[src/upf_pkg.sv]
package upf_pkg;

    // build limits
    localparam int MAX_ROW_BYTES   = 16384;
    localparam int MAX_PIXEL_BYTES = 8;

    // derived widths
    localparam int COL_W = $clog2(MAX_ROW_BYTES);
    localparam int ROW_W = $clog2(MAX_ROW_BYTES) + 1;
    localparam int PIX_W = $clog2(MAX_PIXEL_BYTES);

    // register field widths
    localparam int BPP_W = 4;
    localparam int RB_W  = 15;

    // register addresses (word index)
    localparam logic REG_BPP = 1'b0;
    localparam logic REG_RB  = 1'b1;

    // filter codes
    localparam logic [2:0] CODE_NONE    = 3'd0;
    localparam logic [2:0] CODE_SUB     = 3'd1;
    localparam logic [2:0] CODE_UP      = 3'd2;
    localparam logic [2:0] CODE_AVERAGE = 3'd3;
    localparam logic [2:0] CODE_PAETH   = 3'd4;
    localparam logic [2:0] CODE_BAD     = 3'd5;

    // control carried with an item in the working stage
    typedef struct packed {
        logic             is_code;
        logic             first_row;
        logic             last;
        logic             bad;
        logic [2:0]       filt;
        logic [COL_W-1:0] col;
    } t_item_ctl;

    function automatic logic [7:0] absdiff8(input logic [7:0] p, input logic [7:0] q);
        return (p >= q) ? (p - q) : (q - p);
    endfunction

    // paeth predictor, ties prefer a, then b, then c
    function automatic logic [7:0] paeth(input logic [7:0] a, input logic [7:0] b,
                                         input logic [7:0] c);
        logic [7:0] da;
        logic [7:0] db;
        logic [8:0] sab;
        logic [8:0] scc;
        logic [8:0] dc;
        da  = absdiff8(b, c);
        db  = absdiff8(a, c);
        sab = {1'b0, a} + {1'b0, b};
        scc = {c, 1'b0};
        dc  = (sab >= scc) ? (sab - scc) : (scc - sab);
        if (({1'b0, da} <= {1'b0, db}) && ({1'b0, da} <= dc)) begin
            return a;
        end else if ({1'b0, db} <= dc) begin
            return b;
        end
        return c;
    endfunction

endpackage

[src/upf_front.sv]
module upf_front (
    input  logic                      i_clk,
    input  logic                      i_rst_n,
    input  logic                      i_accept,
    input  logic [7:0]                i_raw_byte,
    input  logic                      i_image_start,
    input  logic [upf_pkg::ROW_W-1:0] i_row_len,
    input  logic                      i_s1_adv,
    output logic                      o_s1_valid,
    output logic [7:0]                o_s1_raw,
    output upf_pkg::t_item_ctl        o_s1_ctl,
    output logic                      o_rd_en,
    output logic [upf_pkg::COL_W-1:0] o_rd_addr
);
    import upf_pkg::*;

    logic [COL_W-1:0] r_col;
    logic [2:0]       r_filt;
    logic             r_first;
    logic             r_await;
    logic             r_s1_valid;
    logic [7:0]       r_s1_raw;
    t_item_ctl        r_s1_ctl;

    logic             is_code;
    logic             last;
    logic [2:0]       code_in;
    t_item_ctl        n_ctl;

    assign is_code = i_image_start || r_await;
    assign last    = (ROW_W'(r_col) + ROW_W'(1)) >= i_row_len;
    assign code_in = (i_raw_byte > 8'd4) ? CODE_BAD : i_raw_byte[2:0];

    // control for the item entering the working stage
    always_comb begin
        n_ctl.is_code   = is_code;
        n_ctl.first_row = r_first;
        n_ctl.last      = last;
        n_ctl.bad       = (r_filt == CODE_BAD);
        n_ctl.filt      = r_filt;
        n_ctl.col       = r_col;
    end

    // fetch the above byte as the item enters
    assign o_rd_en   = i_accept && !is_code;
    assign o_rd_addr = r_col;

    // row sequencing state
    always_ff @(posedge i_clk) begin
        if (!i_rst_n) begin
            r_col   <= '0;
            r_filt  <= CODE_NONE;
            r_first <= 1'b1;
            r_await <= 1'b1;
        end else if (i_accept) begin
            if (is_code) begin
                if (i_image_start) begin
                    r_first <= 1'b1;
                end
                r_filt  <= code_in;
                r_col   <= '0;
                r_await <= 1'b0;
            end else if (last) begin
                r_await <= 1'b1;
                r_first <= 1'b0;
                r_col   <= '0;
            end else begin
                r_col <= r_col + COL_W'(1);
            end
        end
    end

    // working stage register
    always_ff @(posedge i_clk) begin
        if (!i_rst_n) begin
            r_s1_valid <= 1'b0;
        end else if (i_accept) begin
            r_s1_valid <= 1'b1;
        end else if (i_s1_adv) begin
            r_s1_valid <= 1'b0;
        end
    end

    always_ff @(posedge i_clk) begin
        if (i_accept) begin
            r_s1_raw <= i_raw_byte;
            r_s1_ctl <= n_ctl;
        end
    end

    assign o_s1_valid = r_s1_valid;
    assign o_s1_raw   = r_s1_raw;
    assign o_s1_ctl   = r_s1_ctl;

endmodule

[config.mk]
export PLATFORM = sky130hd
export DESIGN_NAME = upf_front
export DESIGN_NICKNAME = d
export VERILOG_FILES = /design/src/upf_pkg.sv /design/src/upf_front.sv
export SDC_FILE = /design/constraint.sdc
export NUM_CORES = 1
export LEC_CHECK = 0
export BUFFER_PORTS_ARGS = -buffer_cell sky130_fd_sc_hd__buf_2
export CAP_MARGIN = 20
export CORE_ASPECT_RATIO = 0.6
export CORE_MARGIN = 2
export CORE_UTILIZATION = 51
export CTS_CLUSTER_SIZE = 8
export DETAILED_ROUTE_END_ITERATION = 10
export PLACE_DENSITY = 0.79
export SLEW_MARGIN = 20
export SYNTH_ARGS = -nofsm -noshare
export SYNTH_HDL_FRONTEND = slang
export SYNTH_SLANG_ARGS = --single-unit
export TNS_END_PERCENT = 5
[constraint.sdc]
create_clock -name i_clk -period 3.18 [get_ports i_clk]
set_input_delay 0.477 -clock i_clk [delete_from_list [all_inputs] [get_ports i_clk]]
set_output_delay 0.477 -clock i_clk [all_outputs]
set_load 0.005 [all_outputs]
==> metrics <==
outcome finished, final reports clean; Remaining Overflow, GRT 0; cell-by-cell listing of the critical path and4_2 -> nand2_1 -> and2_1 -> or2_2 -> ha_1 -> nand4_1 -> nor4_1 -> a211oi_2 -> and2_1 -> a32o_1; warnings from Yosys 0; IO buf count 72; total length of routed wires 5350 um; unique cell type count in the Yosys netlist 40; total power divided by cell area 404 nW/um^2; post-placement cell area 2800 um^2; required time at the worst-slack endpoint 3.37 ns; Clock Tree Root sky130_fd_sc_hd__clkbuf_8; ys flop type sky130_fd_sc_hd__edfxtp_1; LEAKAGE 1.35 nW; core footprint 4590 um^2; Max Root-Sink Buffers 2; data arrival time of the critical path 3.26 ns; min-delay worst type in2reg; post-synthesis async set-or-reset flop share 0%; Synth area leaders sky130_fd_sc_hd__edfxtp_1 36%, sky130_fd_sc_hd__dfxtp_1 16%, sky130_fd_sc_hd__ha_1 8.7%; shortest clock period the worst path allows after layout 3.07 ns; Setup-failing EPs final 0; Clock Pin Slew Worst Setup and Hold Paths 0.09 ns; # resized after CTS 0; number of hold buffers added after cts 0; final antenna-violating net count 0; fraction of layout cells with a size suffix above 1 33.0%; worst rel slew slack 67.4%; highest net fanout along the worst path 6; number of CTS-inserted buffers 5; I/O pin count 73; area of the die 5390 um^2; total track usage 19.9%; #FFs+latches synth 49; Switch Pwr 0.262 mW; Period Utilization, post-route 96.5%; sort of element at the end of the critical path register; largest net degree at the start of global routing 20; post-synthesis area per instance 10.9 um^2; Post-Syn Instances 225; cell area after layout 2890 um^2; Row Count 19; count of final hold-check violations 0; starting density of the core 53.4%; part of the total power dissipated in sequential elements 59.8%; number of maximum-capacitance constraint violations 0; Int Power 0.908 mW; unrepaired setup endpoints after global routing no; count of buffers added by post-CTS timing repair for setup 0; Final Max Slew Viols 0; per-cell via count in the routed design 5.45; number of antenna violations at the first check in global routing 0; Critical Path Most Common Cell sky130_fd_sc_hd__and2_1; share of the core filled with cells 63.1%; share of synthesized area occupied by flip-flops and latches 51.9%; sinks on the clock net 49; synth-to-layout area growth 18.1%; syn_nets 270; transition time at the pin with the least slew margin 0.483 ns; chip width 93.5 um; clock share of power 32.5%; worst-case clock skew 0.00653 ns; Power, Total 1.17 mW; WS Path Type reg2reg; wire length of the first global-routing pass 8000 um; htree depth 2; Inserted Diodes 0; part of the power in combinational logic 7.7%; worst IR drop on VDD 0.000226 V; count of flip-flops with a built-in enable after synthesis 29; DR vias 1930; clock tree from TritonCTS yes; proportion of netlist area held by the largest area contributor 35.5%; detailed-route wire length per cell 15.1 um; Starting DRT DRC Count 226; die height 57.7 um; Final HPWL DP 4120 um; later-pin clock latency in the skew report 0.30 ns; timing-limited maximum frequency 326 MHz; setup slack on the worst flop-to-flop path 0.11 ns; combined area of all synthesized cells 2450 um^2; share of total power consumed by net switching 22.4%; Final #Nets 335; Initial DRT Pass Iterations 4; slowest cell delay on critical path 0.50 ns; final weighted congestion in routability-driven placement 0.919; Max stage delay cell, worst path sky130_fd_sc_hd__dfxtp_1; Fin Setup TNS 0 ns; via count of the first global-routing pass 1544; cell type contributing the most total cell area after synthesis sky130_fd_sc_hd__edfxtp_1; Worst setup SP type register; DRC violations left 0
==> metrics by stage <==
step | setup WS [ns] | hold slack (ns) | std cells
2_1_floorplan | 0.527 | 0.408 | 225
3_3_place_gp | 0.203 | 0.417 | 346
3_5_place_dp | 0.160 | 0.424 | 346
4_1_cts | 0.142 | 0.354 | 354
5_1_grt | 0.0379 | 0.350 | 354
6_report | 0.112 | 0.359 | 354
==> layout by cell type (no fill, tap or decap), types with 3 or more instances in the layout <==
master                      n
sky130_fd_sc_hd__a21oi_1   13
sky130_fd_sc_hd__a32o_1     4
sky130_fd_sc_hd__a32oi_1    5
sky130_fd_sc_hd__buf_2     72
sky130_fd_sc_hd__buf_4      4
sky130_fd_sc_hd__clkbuf_8   6
sky130_fd_sc_hd__dfxtp_1   18
sky130_fd_sc_hd__edfxtp_1  29
sky130_fd_sc_hd__ha_1      17
sky130_fd_sc_hd__inv_1     20
sky130_fd_sc_hd__nand2_1   15
sky130_fd_sc_hd__nand3_1    7
sky130_fd_sc_hd__nand4_1    6
sky130_fd_sc_hd__nor2_1    19
sky130_fd_sc_hd__nor3_1     3
sky130_fd_sc_hd__nor4_1     3
sky130_fd_sc_hd__o211ai_1   4
sky130_fd_sc_hd__o21ai_0    8
sky130_fd_sc_hd__or2_2      3
sky130_fd_sc_hd__xnor2_1    4
sky130_fd_sc_hd__xor2_1     4
==> power groups by stage <==
stage               combinational [mW]  clock, mW  sequential, mW
floorplan                       0.0319          0           0.718
global placement                0.0888          0           0.714
detailed placement              0.0902          0           0.715
CTS                             0.0905      0.385           0.700
global route                     0.101      0.410           0.703
finish                          0.0902      0.380           0.700
==> critical path, delay by kind of cell (launching register included) <==
family	cells	cell delay [ns]
AND/OR/NAND/NOR	7	1.74
adder cells (fa/ha/maj)	1	0.32
AO/OA/AOI/OAI	2	0.39
flip-flops	1	0.50
==> registers in the layout, summed over array words and instances (netlist names) <==
register	count
o_rd_addr	14
r_await	1
o_s1_valid	1
o_s1_ctl	21
o_s1_raw	8
r_first	1
r_filt	3
==> metal layers <==
metal  GRT usage (%)  vias to the layer above  part of all wire (%)
met5               0                        -                     0
met3            4.03                        5                    10
met2            25.1                       94                    38
li1                -                      943                     -
met4            7.56                        0                   1.2
met1            32.7                      888                    51
==> cell type report <==
type	count	area, um^2
Timing Repair Buffer	76	390
Multi-Input combinational cell	138	980
Sequential cell	49	1270
Clock buffer	6	82.6
Fill cell	373	1690
Clock inverter	2	13.8
Tap cell	63	78.8
Inverter	20	75.1
==> synthesized netlist by cell type (all sizes together) (3+ instances only) <==
| library cell | instances |
|---|---|
| a21oi | 13 |
| a32o | 4 |
| a32oi | 5 |
| buf | 16 |
| dfxtp | 20 |
| edfxtp | 29 |
| ha | 17 |
| inv | 20 |
| nand2 | 15 |
| nand3 | 8 |
| nand4 | 7 |
| nor2 | 19 |
| nor3 | 3 |
| nor4 | 4 |
| o211ai | 4 |
| o21ai | 8 |
| or2 | 3 |
| xnor2 | 5 |
| xor2 | 4 |
==> logic make-up (layout without fill, tap and decap cells) <==
group / count (synthesis) / after routing / share of synthesized area (%)
AND/OR/NAND/NOR: 70 / 70 / 15.9
flip-flops: 49 / 49 / 51.9
AO/OA/AOI/OAI: 42 / 42 / 11.8
buffers and inverters: 38 / 104 / 8.17
adder cells (fa/ha/maj): 17 / 17 / 8.68
XOR/XNOR: 9 / 9 / 3.52
==> path summary, 6_finish.rpt <==
check        cells past startpoint     startpoint      endpoint
max                             10   o_rd_addr[5]  o_rd_addr[8]
min                              1  i_raw_byte[6]   o_s1_raw[6]
max reg2reg                     10   o_rd_addr[5]  o_rd_addr[8]
min reg2reg                      0        r_first  o_s1_ctl[19]
No activity file was read; power rests on OpenSTA's default activity.
