## src/upf_pkg.sv

```systemverilog
package upf_pkg;

    // build limits
    localparam int MAX_ROW_BYTES   = 16384;
    localparam int MAX_PIXEL_BYTES = 8;

    // derived widths
    localparam int COL_W = $clog2(MAX_ROW_BYTES);
    localparam int ROW_W = $clog2(MAX_ROW_BYTES) + 1;
    localparam int PIX_W = $clog2(MAX_PIXEL_BYTES);

    // register field widths
    localparam int BPP_W = 4;
    localparam int RB_W  = 15;

    // register addresses (word index)
    localparam logic REG_BPP = 1'b0;
    localparam logic REG_RB  = 1'b1;

    // filter codes
    localparam logic [2:0] CODE_NONE    = 3'd0;
    localparam logic [2:0] CODE_SUB     = 3'd1;
    localparam logic [2:0] CODE_UP      = 3'd2;
    localparam logic [2:0] CODE_AVERAGE = 3'd3;
    localparam logic [2:0] CODE_PAETH   = 3'd4;
    localparam logic [2:0] CODE_BAD     = 3'd5;

    // control carried with an item in the working stage
    typedef struct packed {
        logic             is_code;
        logic             first_row;
        logic             last;
        logic             bad;
        logic [2:0]       filt;
        logic [COL_W-1:0] col;
    } t_item_ctl;

    function automatic logic [7:0] absdiff8(input logic [7:0] p, input logic [7:0] q);
        return (p >= q) ? (p - q) : (q - p);
    endfunction

    // paeth predictor, ties prefer a, then b, then c
    function automatic logic [7:0] paeth(input logic [7:0] a, input logic [7:0] b,
                                         input logic [7:0] c);
        logic [7:0] da;
        logic [7:0] db;
        logic [8:0] sab;
        logic [8:0] scc;
        logic [8:0] dc;
        da  = absdiff8(b, c);
        db  = absdiff8(a, c);
        sab = {1'b0, a} + {1'b0, b};
        scc = {c, 1'b0};
        dc  = (sab >= scc) ? (sab - scc) : (scc - sab);
        if (({1'b0, da} <= {1'b0, db}) && ({1'b0, da} <= dc)) begin
            return a;
        end else if ({1'b0, db} <= dc) begin
            return b;
        end
        return c;
    endfunction

endpackage

```

## src/upf_recon.sv

```systemverilog
module upf_recon (
    input  logic                      i_clk,
    input  logic                      i_rst_n,
    input  logic                      i_s1_valid,
    input  logic [7:0]                i_s1_raw,
    input  upf_pkg::t_item_ctl        i_s1_ctl,
    input  logic [7:0]                i_above,
    input  logic [upf_pkg::PIX_W-1:0] i_bpp_idx,
    input  logic                      i_out_stall,
    output logic                      o_s1_adv,
    output logic                      o_wr_en,
    output logic [upf_pkg::COL_W-1:0] o_wr_addr,
    output logic [7:0]                o_wr_data,
    output logic                      o_out_valid,
    output logic [7:0]                o_pixel_byte,
    output logic                      o_row_end,
    output logic                      o_bad_filter
);
    import upf_pkg::*;

    logic [7:0] r_left [MAX_PIXEL_BYTES];
    logic [7:0] r_upl  [MAX_PIXEL_BYTES];
    logic       r_out_valid;
    logic [7:0] r_pixel;
    logic       r_row_end;
    logic       r_bad;

    logic       out_free;
    logic       data_adv;
    logic [7:0] a;
    logic [7:0] b;
    logic [7:0] c;
    logic [8:0] sum_ab;
    logic [7:0] pred;
    logic [7:0] val;

    // a code item leaves without a result, a data item needs the output register
    assign out_free = !r_out_valid || !i_out_stall;
    assign o_s1_adv = i_s1_valid && (i_s1_ctl.is_code || out_free);
    assign data_adv = o_s1_adv && !i_s1_ctl.is_code;

    // neighbors
    assign a      = r_left[i_bpp_idx];
    assign c      = r_upl[i_bpp_idx];
    assign b      = i_s1_ctl.first_row ? 8'd0 : i_above;
    assign sum_ab = {1'b0, a} + {1'b0, b};

    // predictor select
    always_comb begin
        case (i_s1_ctl.filt)
            CODE_SUB:     pred = a;
            CODE_UP:      pred = b;
            CODE_AVERAGE: pred = sum_ab[8:1];
            CODE_PAETH:   pred = paeth(a, b, c);
            default:      pred = 8'd0;
        endcase
    end

    assign val = i_s1_raw + pred;

    // write back into the previous row store
    assign o_wr_en   = data_adv;
    assign o_wr_addr = i_s1_ctl.col;
    assign o_wr_data = val;

    // left and upper-left history, cleared at each row start
    always_ff @(posedge i_clk) begin
        if (!i_rst_n) begin
            for (int i = 0; i < MAX_PIXEL_BYTES; i++) begin
                r_left[i] <= 8'd0;
                r_upl[i]  <= 8'd0;
            end
        end else if (o_s1_adv) begin
            if (i_s1_ctl.is_code) begin
                for (int i = 0; i < MAX_PIXEL_BYTES; i++) begin
                    r_left[i] <= 8'd0;
                    r_upl[i]  <= 8'd0;
                end
            end else begin
                for (int i = MAX_PIXEL_BYTES - 1; i > 0; i--) begin
                    r_left[i] <= r_left[i-1];
                    r_upl[i]  <= r_upl[i-1];
                end
                r_left[0] <= val;
                r_upl[0]  <= b;
            end
        end
    end

    // result register
    always_ff @(posedge i_clk) begin
        if (!i_rst_n) begin
            r_out_valid <= 1'b0;
        end else if (data_adv) begin
            r_out_valid <= 1'b1;
        end else if (!i_out_stall) begin
            r_out_valid <= 1'b0;
        end
    end

    always_ff @(posedge i_clk) begin
        if (data_adv) begin
            r_pixel   <= val;
            r_row_end <= i_s1_ctl.last;
            r_bad     <= i_s1_ctl.bad;
        end
    end

    assign o_out_valid  = r_out_valid;
    assign o_pixel_byte = r_pixel;
    assign o_row_end    = r_row_end;
    assign o_bad_filter = r_bad;

endmodule

```

## config.mk

```make
export PLATFORM = sky130hd
export DESIGN_NAME = upf_recon
export DESIGN_NICKNAME = d
export VERILOG_FILES = /design/src/upf_pkg.sv /design/src/upf_recon.sv
export SDC_FILE = /design/constraint.sdc
export NUM_CORES = 1
export LEC_CHECK = 0
export BUFFER_PORTS_ARGS = -buffer_cell sky130_fd_sc_hd__buf_4
export CAP_MARGIN = 20
export CORE_MARGIN = 3
export CORE_UTILIZATION = 30
export CTS_CLUSTER_SIZE = 14
export DETAILED_ROUTE_END_ITERATION = 10
export GPL_TIMING_DRIVEN = 0
export PLACE_DENSITY_LB_ADDON = 0.08
export SLEW_MARGIN = 20
export SYNTH_ARGS = -nofsm -noshare
export SYNTH_HDL_FRONTEND = slang
export SYNTH_SLANG_ARGS = --single-unit
```

## constraint.sdc

```tcl
create_clock -name i_clk -period 18.93 [get_ports i_clk]
set_clock_uncertainty 0.05 [all_clocks]
set_input_delay 3.786 -clock i_clk [delete_from_list [all_inputs] [get_ports i_clk]]
set_output_delay 3.786 -clock i_clk [all_outputs]
set_load 0.01 [all_outputs]
```

==> impl_results.md, run 1 <==
- Most used cell, CP: ha_1
- Setup TNS: 0 ns
- R2R Setup Slk: 8.77 ns
- #FFs+latches synth: 139
- Sequential cell area: 3680 um^2
- Layout cells sized above 1: 0.190
- Antenna diode count: 0
- Synth Instances: 925
- Row cnt: 65
- Primary FF master, synth: edfxtp_1
- First-pass GRT wire length: 48000 um
- I/O pins: 79
- Leakage: 4.96 nW
- Avg Cell Area, Syn: 10.5 um^2
- Data required time of the worst path: 15.09 ns
- CP max FO: 10
- Total number of yosys warnings: 0
- Worst-Skew Late Latency: 0.44 ns
- Post-route ant nets: 0
- WL per Instance: 21.7 um
- Global route overflow: 0
- H-tree depth: 4
- Most frequent cells in the layout: edfxtp_1, ha_1, buf_4, inv_1, and3_1
- Kind of critical path: input pin to primary output
- DP Area: 10800 um^2
- Critical path's top delay family: compound AO/OA/AOI/OAI gates
- Status: completed
- Hold Buf Count CTS: 0
- FMAX: 55.3 MHz
- Root buf cell: clkbuf_16
- CP Buf/Inv Count: 8
- Post-route minimum period: 18.07 ns
- CTS clk-pin slew, worst paths: 0.07 ns
- Finished layout cell area: 11400 um^2
- Total clock sinks: 139
- Fill count: 3213
- Startpoint types: input pin
- Maximum VDD drop: 0.0470 mV
- Dpl cells: 1421
- Total CTS buffers: 17
- Initial DRC count: 467
- Drt drc: 0
- Via count: 7676
- Number of synthesized flops with an enable pin: 90
- Max-cap violations: 0
- Max Slew Vio Count: 0
- Synthesized cell area: 9760 um^2
- Die Span Y: 186 um
- Routed WL: 31500 um
- Sequential area share after synthesis: 0.377
- Non-Filler Instances: 1454
- Setup Viol. Count Final: 0
- Final Hold Fails: 0
- Worst Hold Class: flip-flop to flip-flop
- GPL Wtd Cong: 0.841
- Largest net degree at the start of global routing: 36
- Area Growth Syn to Fin: 17.2%
- Min setup slack post-route: 0.862 ns
- WP data arrival: 14.23 ns
- GRT Overall Usage: 0.180
- Pre-CTS WS: -0.376 ns
- CTS tree: yes
- Count of cell types in the netlist: 77
- RSZ-0062 raised after global routing: no
- PwrDens: 111 nW/um^2
- Vias per cell: 5.28
- Die Span X: 186 um
- Initial antenna violation count: 1
- Area of the core: 31800 um^2
- Placed wire-length estimate: 24500 um
- Area occupied by multi-input gates: 5540 um^2
- Vias in the first global route: 7770
- Final period util: 0.954
- DR pass1 iterations: 5
- Final nets: 1140
- Util after Layout: 0.360
- Commonest non-fill, non-tap cell in the layout: edfxtp_1
- Synth async-reset ratio: 0
- Clock Path Buffers: 2
- CP max stage delay: 0.61 ns
- Port Buffers: 60
- Worst slew margin: 0.391
- Die area: 34700 um^2
- Worst path slowest cell: mux4_2
- Post-synth net total: 1059
- Initial Utilization: 0.307
- Element type at the critical path end: primary output
- Worst-Margin Slew: 0.914 ns
[synth_stat cells, drive strengths merged, types with 4 or more instances]
cell type,count,share of area
dfxtp,49,0.10
a22oi,4,0.0031
a221oi,5,0.0063
fa,8,0.016
o31ai,6,0.0046
ha,82,0.11
mux4,32,0.074
o211ai,6,0.0046
a21oi,47,0.024
clkbuf,35,0.013
nor2,31,0.012
o21bai,6,0.0050
nand4,10,0.0064
a2111oi,4,0.0055
mux2,17,0.020
inv,72,0.028
a31oi,10,0.0064
mux2i,24,0.025
and3,73,0.047
a21o,13,0.010
nand2b,12,0.0077
xnor2,21,0.019
nand2,60,0.023
and2,8,0.0053
or2,5,0.0032
a211oi,9,0.0092
a221o,8,0.0082
a22o,33,0.030
nor2b,7,0.0045
edfxtp,90,0.28
xor2,7,0.0063
nor3,7,0.0053
nand3,25,0.013
o21ai,28,0.016
buf,24,0.016
o21a,7,0.0054
[power breakdown]
group | internal (W) | switching (W)
registers | 0.000340 | 0.00000794
logic | 0.000224 | 0.000339
clock network | 0.000202 | 0.000153
[per-layer routing]
metal	routed length, um	vias up	track usage
li1	-	3636	-
met1	15200	3799	0.256
met2	14300	202	0.288
met3	1340	39	0.0301
met4	602	0	0.0445
met5	0	-	0
[flip-flops by register name, summed over array words and instances, names as in the netlist]
| register | flops |
|---|---|
| r_left | 64 |
| r_upl | 64 |
| o_pixel_byte | 8 |
| o_bad_filter | 1 |
| o_out_valid | 1 |
| o_row_end | 1 |
[final timing paths]
kind                      from              end  cells after the start
hold reg to reg    r_upl[3][0]      r_upl[3][0]                      2
hold / removal     r_upl[3][0]      r_upl[3][0]                      2
setup / recovery  i_bpp_idx[0]     o_wr_data[7]                     45
setup reg to reg  r_left[0][1]  o_pixel_byte[7]                     40
[timing repair]
action                                  in CTS  in global routing
endpoints found under the setup margin       1                  1
resized for setup                            5                 11
pin swaps                                    0                  1
buffers inserted                             0                  1
[logic make-up (layout without fill, tap and decap cells)]
logic type,count (synthesis),in the layout,share of synthesized area
AOI/OAI and AO/OA,210,210,0.159
xor gates and xnor gates,29,29,0.0276
DFF,139,139,0.377
muxes,73,73,0.118
adders and majority gates,90,90,0.122
buffers and inverters,131,225,0.0567
and+or+nand+nor,253,253,0.140
[worst register-to-register path, delay by kind of cell, from the launching register on]
kind	cells	cell delay [ns]
xor gates and xnor gates	3	0.81
muxes	3	1.10
adders and majority gates	4	1.26
AOI/OAI and AO/OA	23	4.79
and+or+nand+nor	5	0.97
DFF	1	0.50
buffers and inverters	2	0.46
[through the flow]
stage | hold slack [ns] | power [W]
6_report | 0.415 | 0.00127
5_1_grt | 0.440 | 0.00135
4_1_cts | 0.415 | 0.00127
3_5_place_dp | 0.406 | 0.000914
3_3_place_gp | 0.403 | 0.000916
2_1_floorplan | 0.392 | 0.000744
[area by class of cell]
cell class,count,area share
inverters,72,0.0239
flip-flops and latches,139,0.322
clock inverters,15,0.0171
clock buffers,17,0.0372
repair buffers,62,0.0418
well taps,435,0.0476
multi-input cells,655,0.485
plain buffers,59,0.0255
Power figures use the tool's default switching activity.
==> run 2: changes to the inputs <==
- CORE_UTILIZATION: 30 -> 25
- REMOVE_ABC_BUFFERS: default -> 1
==> run 2 against run 1 <==
Against the previous run:
- routed wire length fell by 0.69%
- clock-buffer cell count rose by 6
- clock power down 9.3%
- setup slack improved by 0.10 ns
- die area is 19% higher
- fmax is 0.58% higher
- utilization down 6.6 points
- first-iteration DRC count down 7.9%
- via count is 4.3% lower
- critical path depth decreased by 3
- critical path type unchanged
- critical endpoint unchanged
==> impl_results.md, run 2 (synthesis gave the netlist of run 1 again) <==
- Most used cell, CP: ha_1
- CTS tree: yes
- Global route overflow: 0
- Largest net degree at the start of global routing: 73
- Seq pwr share: 0.283
- Layout cells sized above 1: 0.171
- DP Area: 10600 um^2
- Min setup slack post-route: 0.966 ns
- Combinational share of power: 0.454
- Final period util: 0.949
- Drt drc: 0
- Max-cap violations: 0
- Max Slew Vio Count: 0
- Vias in the first global route: 7443
- Total clock sinks: 139
- Setup Viol. Count Final: 0
- Post-route minimum period: 17.96 ns
- Worst Hold Class: flip-flop to flip-flop
- Placed wire-length estimate: 22600 um
- CTS clk-pin slew, worst paths: 0.06 ns
- Pre-CTS WS: -0.649 ns
- CP max stage delay: 0.57 ns
- Commonest non-fill, non-tap cell in the layout: edfxtp_1
- Internal power: 0.000753 W
- Antenna diode count: 0
- Area Growth Syn to Fin: 14.8%
- Area of the core: 38100 um^2
- Initial DRC count: 430
- Die area: 41400 um^2
- RSZ-0062 raised after global routing: no
- GRT Overall Usage: 0.153
- Die Span X: 204 um
- Final nets: 1075
- Final Hold Fails: 0
- Row cnt: 71
- Clock Path Buffers: 2
- CP Buf/Inv Count: 5
- Worst path slowest cell: mux4_2
- Startpoint types: input pin
- I/O pins: 79
- Worst-Skew Late Latency: 0.42 ns
- Switching power of the nets: 0.000473 W
- FMAX: 55.7 MHz
- DR pass1 iterations: 5
- Maximum VDD drop: 0.0678 mV
- Leakage: 4.77 nW
- Vias per cell: 5.02
- Element type at the critical path end: primary output
- Initial antenna violation count: 0
- Util after Layout: 0.294
- Kind of critical path: input pin to primary output
- Clock power share: 0.263
- WP data arrival: 14.13 ns
- Worst slew margin: 0.310
- Initial Utilization: 0.256
- PwrDens: 109 nW/um^2
- Finished layout cell area: 11200 um^2
- Data required time of the worst path: 15.09 ns
- Critical path's top delay family: compound AO/OA/AOI/OAI gates
- Post-route ant nets: 0
- First-pass GRT wire length: 47900 um
- GPL Wtd Cong: 0.805
- Sw Share: 0.386
- Port Buffers: 50
- Routed WL: 31300 um
- H-tree depth: 4
- Status: completed
- Setup TNS: 0 ns
- Die Span Y: 204 um
- Via count: 7348
- WL per Instance: 21.3 um
- Root buf cell: clkbuf_16
- CP max FO: 32
- Most frequent cells in the layout: edfxtp_1, ha_1, and3_1, inv_1, nand2_1
- Total CTS buffers: 17
- Worst-Margin Slew: 1.03 ns
run 2: final timing paths:
check	from	slack, ns	to	cells past startpoint
max	i_bpp_idx[0]	0.97	o_wr_data[7]	42
min	r_upl[3][2]	0.41	r_upl[3][2]	2
min reg2reg	r_upl[3][2]	0.41	r_upl[3][2]	2
max reg2reg	r_left[5][0]	8.59	o_pixel_byte[7]	40
run 2: timing repair:
action / in CTS / in global routing
hold buffers: 0 / 0
gates resized for setup: 2 / 4
setup buffers: 1 / 0
pin swaps: 1 / 0
endpoints found under the setup margin: 1 / 1
run 2: tightest hold or removal path: cells and delay by family, from the launching register on:
kind	cells	cell delay (ns)
DFF	1	0.31
and+or+nand+nor	1	0.05
AOI/OAI and AO/OA	1	0.05
run 2: layer usage:
| layer | wire length [um] | GRT usage | vias up |
|---|---|---|---|
| met5 | 0 | 0 | - |
| met4 | 338 | 0.0263 | 0 |
| met3 | 1340 | 0.0262 | 23 |
| met2 | 14300 | 0.244 | 174 |
| met1 | 15300 | 0.220 | 3655 |
| li1 | - | - | 3496 |
run 2: cell type report:
type / instances / area (um^2)
inverter: 72 / 275
timing repair buffer: 56 / 500
tap: 511 / 639
multi-input combinational: 655 / 5550
sequential: 139 / 3680
clock inverter: 9 / 96.3
fill: 3918 / 26900
clock buffer: 23 / 458
run 2: per-stage QoR:
step	total power, W	hold WS (ns)	std cells
6_report	0.00123	0.413	1465
5_1_grt	0.00131	0.432	1465
4_1_cts	0.00124	0.415	1465
3_5_place_dp	0.000908	0.407	1432
3_3_place_gp	0.000906	0.402	1427
2_1_floorplan	0.000733	0.392	866
run 2: power groups by stage:
stage               Combinational [W]  Sequential, W  Clock, W
floorplan                    0.000380       0.000352         0
global placement             0.000552       0.000354         0
detailed placement           0.000554       0.000353         0
CTS                          0.000560       0.000347  0.000331
global route                 0.000616       0.000349  0.000344
finish                       0.000557       0.000347  0.000322
