### src/upf_pkg.sv
package upf_pkg;

    // build limits
    localparam int MAX_ROW_BYTES   = 16384;
    localparam int MAX_PIXEL_BYTES = 8;

    // derived widths
    localparam int COL_W = $clog2(MAX_ROW_BYTES);
    localparam int ROW_W = $clog2(MAX_ROW_BYTES) + 1;
    localparam int PIX_W = $clog2(MAX_PIXEL_BYTES);

    // register field widths
    localparam int BPP_W = 4;
    localparam int RB_W  = 15;

    // register addresses (word index)
    localparam logic REG_BPP = 1'b0;
    localparam logic REG_RB  = 1'b1;

    // filter codes
    localparam logic [2:0] CODE_NONE    = 3'd0;
    localparam logic [2:0] CODE_SUB     = 3'd1;
    localparam logic [2:0] CODE_UP      = 3'd2;
    localparam logic [2:0] CODE_AVERAGE = 3'd3;
    localparam logic [2:0] CODE_PAETH   = 3'd4;
    localparam logic [2:0] CODE_BAD     = 3'd5;

    // control carried with an item in the working stage
    typedef struct packed {
        logic             is_code;
        logic             first_row;
        logic             last;
        logic             bad;
        logic [2:0]       filt;
        logic [COL_W-1:0] col;
    } t_item_ctl;

    function automatic logic [7:0] absdiff8(input logic [7:0] p, input logic [7:0] q);
        return (p >= q) ? (p - q) : (q - p);
    endfunction

    // paeth predictor, ties prefer a, then b, then c
    function automatic logic [7:0] paeth(input logic [7:0] a, input logic [7:0] b,
                                         input logic [7:0] c);
        logic [7:0] da;
        logic [7:0] db;
        logic [8:0] sab;
        logic [8:0] scc;
        logic [8:0] dc;
        da  = absdiff8(b, c);
        db  = absdiff8(a, c);
        sab = {1'b0, a} + {1'b0, b};
        scc = {c, 1'b0};
        dc  = (sab >= scc) ? (sab - scc) : (scc - sab);
        if (({1'b0, da} <= {1'b0, db}) && ({1'b0, da} <= dc)) begin
            return a;
        end else if ({1'b0, db} <= dc) begin
            return b;
        end
        return c;
    endfunction

endpackage

### src/upf_regs.sv
module upf_regs (
    input  logic                      i_clk,
    input  logic                      i_rst_n,
    input  logic                      psel,
    input  logic                      penable,
    input  logic                      pwrite,
    input  logic [2:0]                paddr,
    input  logic [31:0]               pwdata,
    output logic [31:0]               prdata,
    output logic                      pready,
    output logic [upf_pkg::PIX_W-1:0] o_bpp_idx,
    output logic [upf_pkg::ROW_W-1:0] o_row_len
);
    import upf_pkg::*;

    logic [BPP_W-1:0] r_bpp;
    logic [RB_W-1:0]  r_rb;
    logic             wr;

    assign pready = 1'b1;
    assign wr     = psel && penable && pwrite;

    // register writes
    always_ff @(posedge i_clk) begin
        if (!i_rst_n) begin
            r_bpp <= BPP_W'(4);
            r_rb  <= RB_W'(4);
        end else if (wr) begin
            unique case (paddr[2])
                REG_BPP: r_bpp <= pwdata[BPP_W-1:0];
                REG_RB:  r_rb  <= pwdata[RB_W-1:0];
                default: ;
            endcase
        end
    end

    // read mux
    always_comb begin
        unique case (paddr[2])
            REG_BPP: prdata = {{(32-BPP_W){1'b0}}, r_bpp};
            REG_RB:  prdata = {{(32-RB_W){1'b0}}, r_rb};
            default: prdata = '0;
        endcase
    end

    // clamp pixel size to 1..MAX_PIXEL_BYTES, as index of the left tap
    always_comb begin
        if (r_bpp == '0) begin
            o_bpp_idx = '0;
        end else if (32'(r_bpp) > MAX_PIXEL_BYTES) begin
            o_bpp_idx = PIX_W'(MAX_PIXEL_BYTES - 1);
        end else begin
            o_bpp_idx = PIX_W'(r_bpp - BPP_W'(1));
        end
    end

    // clamp row length to 1..MAX_ROW_BYTES
    always_comb begin
        if (r_rb == '0) begin
            o_row_len = ROW_W'(1);
        end else if (32'(r_rb) > MAX_ROW_BYTES) begin
            o_row_len = ROW_W'(MAX_ROW_BYTES);
        end else begin
            o_row_len = ROW_W'(r_rb);
        end
    end

endmodule

### config.mk
export PLATFORM = sky130hd
export DESIGN_NAME = upf_regs
export DESIGN_NICKNAME = d
export VERILOG_FILES = /design/src/upf_pkg.sv /design/src/upf_regs.sv
export SDC_FILE = /design/constraint.sdc
export NUM_CORES = 1
export LEC_CHECK = 0
export ABC_AREA = 1
export BUFFER_PORTS_ARGS = -buffer_cell sky130_fd_sc_hd__buf_2
export CAP_MARGIN = 0
export CORE_MARGIN = 3
export CORE_UTILIZATION = 35
export CTS_BUF_LIST = sky130_fd_sc_hd__clkbuf_8
export CTS_CLUSTER_DIAMETER = 50
export DETAILED_ROUTE_END_ITERATION = 10
export PLACE_DENSITY = 0.83
export SYNTH_ARGS = -nofsm -noshare
export SYNTH_HDL_FRONTEND = slang
export SYNTH_SLANG_ARGS = --single-unit
### constraint.sdc
create_clock -name i_clk -period 0.9 [get_ports i_clk]
set_input_delay 0.045 -clock i_clk [delete_from_list [all_inputs] [get_ports i_clk]]
set_output_delay 0.045 -clock i_clk [all_outputs]
set_load 0.005 [all_outputs]
==> results of run 1 <==
## area by class of cell
class | instances | area (um^2) | share of cell area, %
clock buffers | 3 | 41.29 | 2.086
clock inverters | 1 | 5.005 | 0.2528
inverters | 24 | 90.09 | 4.551
multi-input cells | 133 | 784.5 | 39.63
flip-flops and latches | 19 | 415.4 | 20.99
well taps | 46 | 57.56 | 2.908
repair buffers | 84 | 585.6 | 29.58
## worst max path at each step
stage	depth (start not counted)	from	endpoint	slack, ns
finish	7	r_rb[0]	o_row_len[1]	-0.57
global route	7	r_rb[12]	o_row_len[4]	-0.66
CTS	7	r_rb[5]	o_row_len[9]	-0.60
detailed placement	7	r_rb[4]	o_row_len[11]	-0.33
global placement	7	r_rb[12]	o_row_len[11]	-0.29
floorplan	6	r_rb[7]	o_row_len[11]	-0.09
## logic make-up (layout without fill, tap and decap cells)
family | Yosys count | count (layout) | synth area share (%)
buffers and inverters | 50 | 112 | 21.72
AND/OR/NAND/NOR | 70 | 70 | 22.82
flip-flops | 19 | 19 | 30.43
AO/OA/AOI/OAI | 44 | 44 | 23.42
adder cells (fa/ha/maj) | 1 | 1 | 1.001
other | 2 | 18 | 0.6008
## through the flow
| step | utilization (%) | setup TNS [ns] |
|---|---|---|
| after floorplan | - | -0.7952 |
| after global placement | 49.06 | -3.728 |
| after detailed placement | 49.06 | -4.270 |
| after CTS | 54.34 | -9.802 |
| after global routing | 58.40 | -11.46 |
| final | 58.40 | -9.719 |
## power by group through the flow
stage                     Sequential [uW]  Clock, uW  Combinational [uW]
after global placement                910          0                 377
after floorplan                       912          0                 248
after detailed placement              912          0                 385
after CTS                             900        624                 426
final                                 897        630                 479
after global routing                  900        660                 529
## routing by layer
| layer | up-vias | global-route usage, % | routed length (um) |
|---|---|---|---|
| met1 | 649 | 18.75 | 1497 |
| li1 | 694 | - | - |
| met2 | 49 | 29.16 | 1982 |
| met5 | - | 0 | 0 |
| met3 | 8 | 2.222 | 210 |
| met4 | 0 | 7.254 | 87 |
## timing repair
| action | CTS | global route |
|---|---|---|
| gates resized for setup | 47 | 40 |
| hold endpoints to repair | 0 | 0 |
| pin swaps | 10 | 7 |
| hold buffers | 0 | 0 |
| cloned | 0 | 0 |
| endpoints found under the setup margin | 31 | 34 |
| setup buffers | 3 | 5 |
## layout by cell type, fill, tap and decap left out
cell	count
sky130_fd_sc_hd__dfxtp_4	5
sky130_fd_sc_hd__o211ai_1	1
sky130_fd_sc_hd__o21ai_0	13
sky130_fd_sc_hd__o21ai_2	2
sky130_fd_sc_hd__inv_1	17
sky130_fd_sc_hd__nand3_1	1
sky130_fd_sc_hd__buf_2	50
sky130_fd_sc_hd__o21ai_1	9
sky130_fd_sc_hd__nand2_1	17
sky130_fd_sc_hd__dfxtp_1	1
sky130_fd_sc_hd__nor2_1	24
sky130_fd_sc_hd__inv_2	7
sky130_fd_sc_hd__nor2_2	6
sky130_fd_sc_hd__nand2_4	4
sky130_fd_sc_hd__nor2_4	6
sky130_fd_sc_hd__buf_6	18
sky130_fd_sc_hd__conb_1	18
sky130_fd_sc_hd__a21boi_0	1
sky130_fd_sc_hd__buf_4	15
sky130_fd_sc_hd__nand3_2	1
sky130_fd_sc_hd__a21oi_1	6
sky130_fd_sc_hd__clkbuf_8	3
sky130_fd_sc_hd__dfxtp_2	13
sky130_fd_sc_hd__buf_12	1
sky130_fd_sc_hd__a21boi_1	1
sky130_fd_sc_hd__ha_4	1
sky130_fd_sc_hd__a21boi_2	11
sky130_fd_sc_hd__nand2_2	11
sky130_fd_sc_hd__clkinv_2	1
## cells in the mapped netlist, types with 3 or more instances
master | instances | area [um^2]
sky130_fd_sc_hd__nor2_1 | 33 | 123.9
sky130_fd_sc_hd__nand2_1 | 31 | 116.4
sky130_fd_sc_hd__o21ai_0 | 24 | 120.1
sky130_fd_sc_hd__inv_1 | 22 | 82.58
sky130_fd_sc_hd__buf_4 | 19 | 142.6
sky130_fd_sc_hd__dfxtp_1 | 19 | 380.4
sky130_fd_sc_hd__a21boi_2 | 10 | 112.6
sky130_fd_sc_hd__a21oi_1 | 6 | 30.03
sky130_fd_sc_hd__a21boi_0 | 3 | 22.52
sky130_fd_sc_hd__buf_2 | 3 | 15.01
## worst max-delay path, stage by stage (launching register included)
cell	delay [ns]
sky130_fd_sc_hd__dfxtp_2	0.35
sky130_fd_sc_hd__nor2_4	0.12
sky130_fd_sc_hd__inv_1	0.06
sky130_fd_sc_hd__nor2_2	0.14
sky130_fd_sc_hd__nand2_4	0.10
sky130_fd_sc_hd__buf_4	0.14
sky130_fd_sc_hd__a21boi_1	0.10
sky130_fd_sc_hd__buf_2	0.14
## flip-flops by register name, indices dropped and copies added, names as in the netlist
signal / count
r_bpp: 4
r_rb: 15
==> impl_metrics.csv, run 1 <==
group,metric,value,unit
setup_path,worstSetupPathType,"flop to primary output",
logic_synthesis,yosysWarnings,0,
clock_network,path_clk_slew,0.09,ns
logic_synthesis,synth-seq-cells,19,
worst_hold_path,holdPathStages,3,
power,report.power.total,2007,uW
timing,final_hold_slack,-0.001371,ns
clock_network,worst_skew_pair.late_latency,0.27,ns
setup_path,critical_path.reg2reg.endpoint,"r_rb[14]",
setup_path,regToRegStartpoint,"r_rb[14]",
power,share_comb_of_total_power,23.9,%
timing,finalClockSkew,0,ns
final_layout,fin_area,0.001979,mm^2
route,wl,3777,um
logic_synthesis,synth_cell_types,22,
logic_synthesis,share_of_async_settable_or_async_resettable_flops_after_synthesis,0,%
global_route,grt_overflow,0,
place,gpl.final_weighted_congestion,0.8047,
die,die-width,65.76,um
worst_hold_path,min_from,"pwdata[4]",
clock_network,cts_num_sinks,19,
worst_hold_path,min_to,"r_rb[4]",
power,ir_worst_vdd,0.5682,mV
final_layout,finished_layout_cells,310,
setup_path,cp_max_fo,7,
route,avgRoutedWirePerCell,12.18,um
setup_path,timing.critical_path.to_type,"primary output",
setup_path,data_arrival_critical_path,1.42,ns
die,core.rowCount,21,
timing,final_hold_fails,1,
power,seq_power_share,44.7,%
place,placedInstanceArea,0.001663,mm^2
status,violations,"hold timing, setup timing",
global_route,grt_usage,16.20,%
final_layout,areaGrowthSynthToFinish,58.36,%
route,drt-pass1-iter-count,4,
global_route,grt_antenna_before_repair,0,
global_route,grt_pass1_vias,1267,
power,power_leakage,0.001118,uW
flow_run,cap_violations,0,
clock_network,cts_root_buf,"sky130_fd_sc_hd__clkbuf_8",
timing,max_clock_freq,680.6,MHz
logic_synthesis,post_synth_inst_count,186,
final_layout,antenna_cells_inserted,0,
timing,final_max_slew_viol_count,0,
die,die_y,65.76,um
route,initial_drc_count,51,
place,dpl.cell_count,299,
timing,final_min_period_over_clock_period,163.3,%
clock_network,cts-root-to-sink-buffers,2,
global_route,grt_pass1_wl,5471,um
power,p_int,1408,uW
logic_synthesis,synth-edff-count,0,
setup_path,critical_path_required,0.85,ns
place,placement_stage_worst_setup_slack,-0.3275,ns
die,die_area,0.004324,mm^2
place,place.port_buffers,53,
worst_hold_path,timing.hold.worst.class,"input pin to flop",
logic_synthesis,syn_area,0.001250,mm^2
setup_path,reg2reg_setup_slack,0.04,ns
die,core_region_area,0.003390,mm^2
power,fraction_of_power_spent_switching_nets,29.82,%
die,floorplan.io_pins,91,
global_route,grt_max_degree,20,
setup_path,r2r_cells,4,
route,viasPerCell,4.516,
die,floorplan.initialDensity,36.88,%
final_layout,fin_nets,306,
final_layout,layout.filler_cells,294,
status,status,"finished with violations",
logic_synthesis,dominantRegCellSynth,"sky130_fd_sc_hd__dfxtp_1",
power,power.share.clock,31.4,%
power,switching_power,598.3,uW
timing,unrepaired_setup_endpoints_after_global_routing,"yes",
route,vias,1400,
final_layout,drive_above_1_share,58.71,%
route,drcViolationCount,0,
timing,layout_min_cycle_time,1.469,ns
power,power_density,1014,mW/mm^2
clock_network,tritoncts_clock_tree,"yes",
logic_synthesis,synth_area_per_cell,6.720,um^2
clock_network,h-tree-depth,1,
place,hpwlAfterDp,2553,um
route,postRouteAntennaNets,0,
timing,setup_viol_count_final,31,
logic_synthesis,synth.yosys.seq_area_share,30.43,%
setup_path,critPathLaunchType,"flop",
timing,setup_ws,-0.5693,ns
clock_network,cts_made_buffers,3,
Note: power is estimated with default switching activity, not from simulation.
==> run 2: changes to the inputs <==
ABC_AREA = 0   (was 1)
CELL_PAD_IN_SITES_DETAIL_PLACEMENT = 1   (was default)
CELL_PAD_IN_SITES_GLOBAL_PLACEMENT = 2   (was default)
CORE_UTILIZATION = 18   (was 35)
PLACE_DENSITY = 0.85   (was 0.83)
==> run 2 against run 1 <==
Compared with the run above:
- largest power group unchanged
- combinational power shrank 25%
- cell area increased by 0.44%
- highest routed layer is now met5
- largest cell class unchanged
- synthesized cell count is 19% lower
- the run ends with setup timing left
- total power decreased by 7.9%
- clock-buffer cell count unchanged
- utilization is 28 points lower
- critical path type unchanged
- fmax increased by 5.6%
- die area increased by 80%
==> impl_metrics.csv, run 2 <==
group,metric,value,unit
status,status,"finished with violations",
status,violations,"setup timing",
logic_synthesis,yosys.area_share.simple,32.68,%
logic_synthesis,post_synth_inst_count,150,
worst_hold_path,min_from,"pwdata[12]",
place,gpl.final_weighted_congestion,0.7506,
setup_path,critical_path.max_stage_delay,0.34,ns
logic_synthesis,synth_area_per_cell,8.116,um^2
logic_synthesis,multiplexer_share_of_the_synthesized_area,3.494,%
final_layout,fin_area,0.001988,mm^2
global_route,grt_pass1_wl,5506,um
logic_synthesis,yosysWarnings,0,
global_route,grt_antenna_before_repair,1,
flow_run,cap_violations,0,
clock_network,worst_skew_pair.late_latency,0.26,ns
clock_network,cts_root_buf,"sky130_fd_sc_hd__clkbuf_8",
logic_synthesis,synth_compound_gate_area_share,10.07,%
global_route,grt_max_degree,29,
route,postRouteAntennaNets,0,
place,placement_stage_worst_setup_slack,-0.2202,ns
global_route,grt_usage,9.180,%
setup_path,regToRegStartpoint,"r_rb[9]",
logic_synthesis,synth.top_cells.by_area,"sky130_fd_sc_hd__dfxtp_1 (31%), sky130_fd_sc_hd__buf_4 (11%), sky130_fd_sc_hd__nand3_1 (6.6%)",
clock_network,path_clk_slew,0.07,ns
setup_path,timing.critical_path.max_delay_family,"adder cells",
final_layout,largest_register,"r_rb",
power,report.power.total,1848,uW
timing,max_clock_freq,719.0,MHz
setup_path,reg2reg_setup_slack,0.11,ns
place,placedInstanceArea,0.001623,mm^2
logic_synthesis,synth.cells.most_frequent,"sky130_fd_sc_hd__dfxtp_1 (19), sky130_fd_sc_hd__buf_4 (18), sky130_fd_sc_hd__nand2_1 (18)",
clock_network,cts-root-to-sink-buffers,2,
logic_synthesis,post_synth_xor_area_fraction,0,%
die,core.rowCount,29,
logic_synthesis,synth-edff-count,0,
worst_hold_path,min_to,"r_rb[12]",
setup_path,critPathLaunchType,"flop",
power,power_density,929.6,mW/mm^2
route,m1WireLength,1622,um
route,routed-wl-met2,1841,um
timing,final_max_slew_viol_count,0,
setup_path,worstSetupPathType,"flop to primary output",
timing,final_min_period_over_clock_period,154.5,%
setup_path,worst_path_most_repeated_cell,"sky130_fd_sc_hd__inv_2",
global_route,grt_pass1_vias,1144,
final_layout,areaGrowthSynthToFinish,63.31,%
die,floorplan.io_pins,91,
route,drt-pass1-iter-count,2,
place,hpwlAfterDp,2853,um
logic_synthesis,synth_top_family_by_area,"simple AND/OR/NAND/NOR gates",
logic_synthesis,synth_cell_types,31,
final_layout,drive_above_1_share,63.30,%
timing,setup_viol_count_final,32,
logic_synthesis,synthMostInstantiatedCell,"sky130_fd_sc_hd__dfxtp_1",
route,viasPerCell,4.003,
setup_path,data_arrival_critical_path,1.35,ns
setup_path,cp_max_fo,2,
logic_synthesis,dominantRegCellSynth,"sky130_fd_sc_hd__dfxtp_1",
die,die_area,0.007786,mm^2
place,place.port_buffers,53,
power,ir_worst_vdd,0.4693,mV
logic_synthesis,synth-seq-cells,19,
power,power_leakage,0.0009683,uW
route,wl,3909,um
logic_synthesis,synth-adder-area-share,2.672,%
clock_network,cts_made_buffers,3,
clock_network,h-tree-depth,1,
setup_path,crit_path_cell_trace,"inv_2 > ha_4 > inv_2 > maj3_2 > buf_6",
timing,layout_min_cycle_time,1.391,ns
route,detailroute.wirelength.met3,364,um
logic_synthesis,synth_top_area_cell,"sky130_fd_sc_hd__dfxtp_1",
route,topRoutingLayerUsed,"met5",
final_layout,share_of_the_core_filled_with_cells,30.78,%
timing,final_hold_slack,0.006855,ns
final_layout,fin_nets,260,
route,drcViolationCount,0,
setup_path,critical_path.reg2reg.endpoint,"r_rb[9]",
die,floorplan.initialDensity,18.85,%
final_layout,most_used_cells_in_the_layout_excluding_fill_and_tap_cells,"sky130_fd_sc_hd__buf_2 (36), sky130_fd_sc_hd__buf_6 (35), sky130_fd_sc_hd__conb_1 (18)",
setup_path,cp_slowest_cell,"sky130_fd_sc_hd__dfxtp_2",
setup_path,timing.critical_path.to_type,"primary output",
final_layout,largest_reg_flops,15,
setup_path,critical_path_required,0.85,ns
timing,unrepaired_setup_endpoints_after_global_routing,"yes",
setup_path,cp_num_buf_inv,3,
final_layout,layout.filler_cells,768,
final_layout,layout_commonest_cell,"sky130_fd_sc_hd__buf_2",
die,die_y,88.24,um
timing,final_hold_fails,0,
route,vias,1185,
logic_synthesis,share_of_async_settable_or_async_resettable_flops_after_synthesis,0,%
route,initial_drc_count,30,
timing,finalClockSkew,0,ns
die,die-width,88.24,um
worst_hold_path,holdPathStages,3,
worst_hold_path,timing.hold.worst.class,"input pin to flop",
global_route,grt_overflow,0,
clock_network,tritoncts_clock_tree,"yes",
timing,setup_ws,-0.4907,ns
route,avgRoutedWirePerCell,13.21,um
clock_network,cts_num_sinks,19,
logic_synthesis,post-synth-top-area-fraction,31.24,%
die,core_region_area,0.006459,mm^2
setup_path,r2r_cells,4,
logic_synthesis,syn_area,0.001217,mm^2
final_layout,reg.largest.list,"r_rb (15), r_bpp (4)",
logic_synthesis,synth.yosys.seq_area_share,31.24,%
==> run 2: changes by cell type after synthesis, sizes merged, moves of 3 or more <==
cell / delta
nor2: -35
inv: -19
nand3: +15
nand2: -14
a21boi: -13
and2: +11
and2b: +7
a21oi: -6
nor2b: +6
o21ai: -4
clkbuf: +3
nor4: +3
==> run 2: how the worst max path moves through the flow <==
| stage | startpoint | endpoint | slack [ns] | cells after the start |
|---|---|---|---|---|
| 3_5_place_dp | r_bpp[0] | o_bpp_idx[0] | -0.22 | 5 |
| 5_1_grt | r_bpp[1] | o_bpp_idx[1] | -0.53 | 5 |
| 2_1_floorplan | r_bpp[0] | o_bpp_idx[1] | -0.07 | 4 |
| 3_3_place_gp | r_bpp[1] | o_bpp_idx[1] | -0.18 | 5 |
| 4_1_cts | r_bpp[0] | o_bpp_idx[1] | -0.50 | 5 |
| 6_report | r_bpp[0] | o_bpp_idx[1] | -0.49 | 5 |
==> run 2: final cells by class <==
cell class	count	area, um^2	area share, %
well taps	77	96.34	4.846
clock inverters	1	5.005	0.2517
inverters	5	18.77	0.9440
diodes	1	2.502	0.1259
flip-flops and latches	19	411.6	20.70
multi-input cells	113	768.2	38.64
repair buffers	77	644.4	32.41
clock buffers	3	41.29	2.077
==> run 2: per-stage QoR <==
stage / TNS (ns) / cells
3_3_place_gp: -0.5057 / 288
4_1_cts: -5.774 / 292
3_5_place_dp: -0.6630 / 288
2_1_floorplan: -0.1411 / 166
5_1_grt: -7.024 / 295
6_report: -5.806 / 296
==> run 2: kinds of logic after synthesis <==
logic type	after synthesis
buffers and inverters	34
flip-flops	19
AO/OA/AOI/OAI	21
adder cells (fa/ha/maj)	3
multiplexers	4
AND/OR/NAND/NOR	67
other	2
==> run 2: per-layer routing <==
layer / GRT usage (%) / up-vias
met3: 3.445 / 7
met1: 11.07 / 540
met4: 3.709 / 2
li1: - / 593
met5: 0 / -
met2: 14.75 / 43
==> run 2: worst min-delay path: stages <==
cell,delay (ns)
sky130_fd_sc_hd__buf_2,0.10
sky130_fd_sc_hd__nand2_1,0.05
sky130_fd_sc_hd__o21ai_1,0.05
==> run 2: timing repair <==
item	CTS	global route
endpoints found under the setup margin	33	33
pin swaps	7	3
gates cloned	0	0
hold buffers	0	0
resized for setup	62	21
setup buffers	0	5
==> run 2: where the power goes <==
part	total (uW)	switching, uW	internal (uW)
Combinational	358	170	188
Sequential	872	20.7	851
Clock	618	309	309
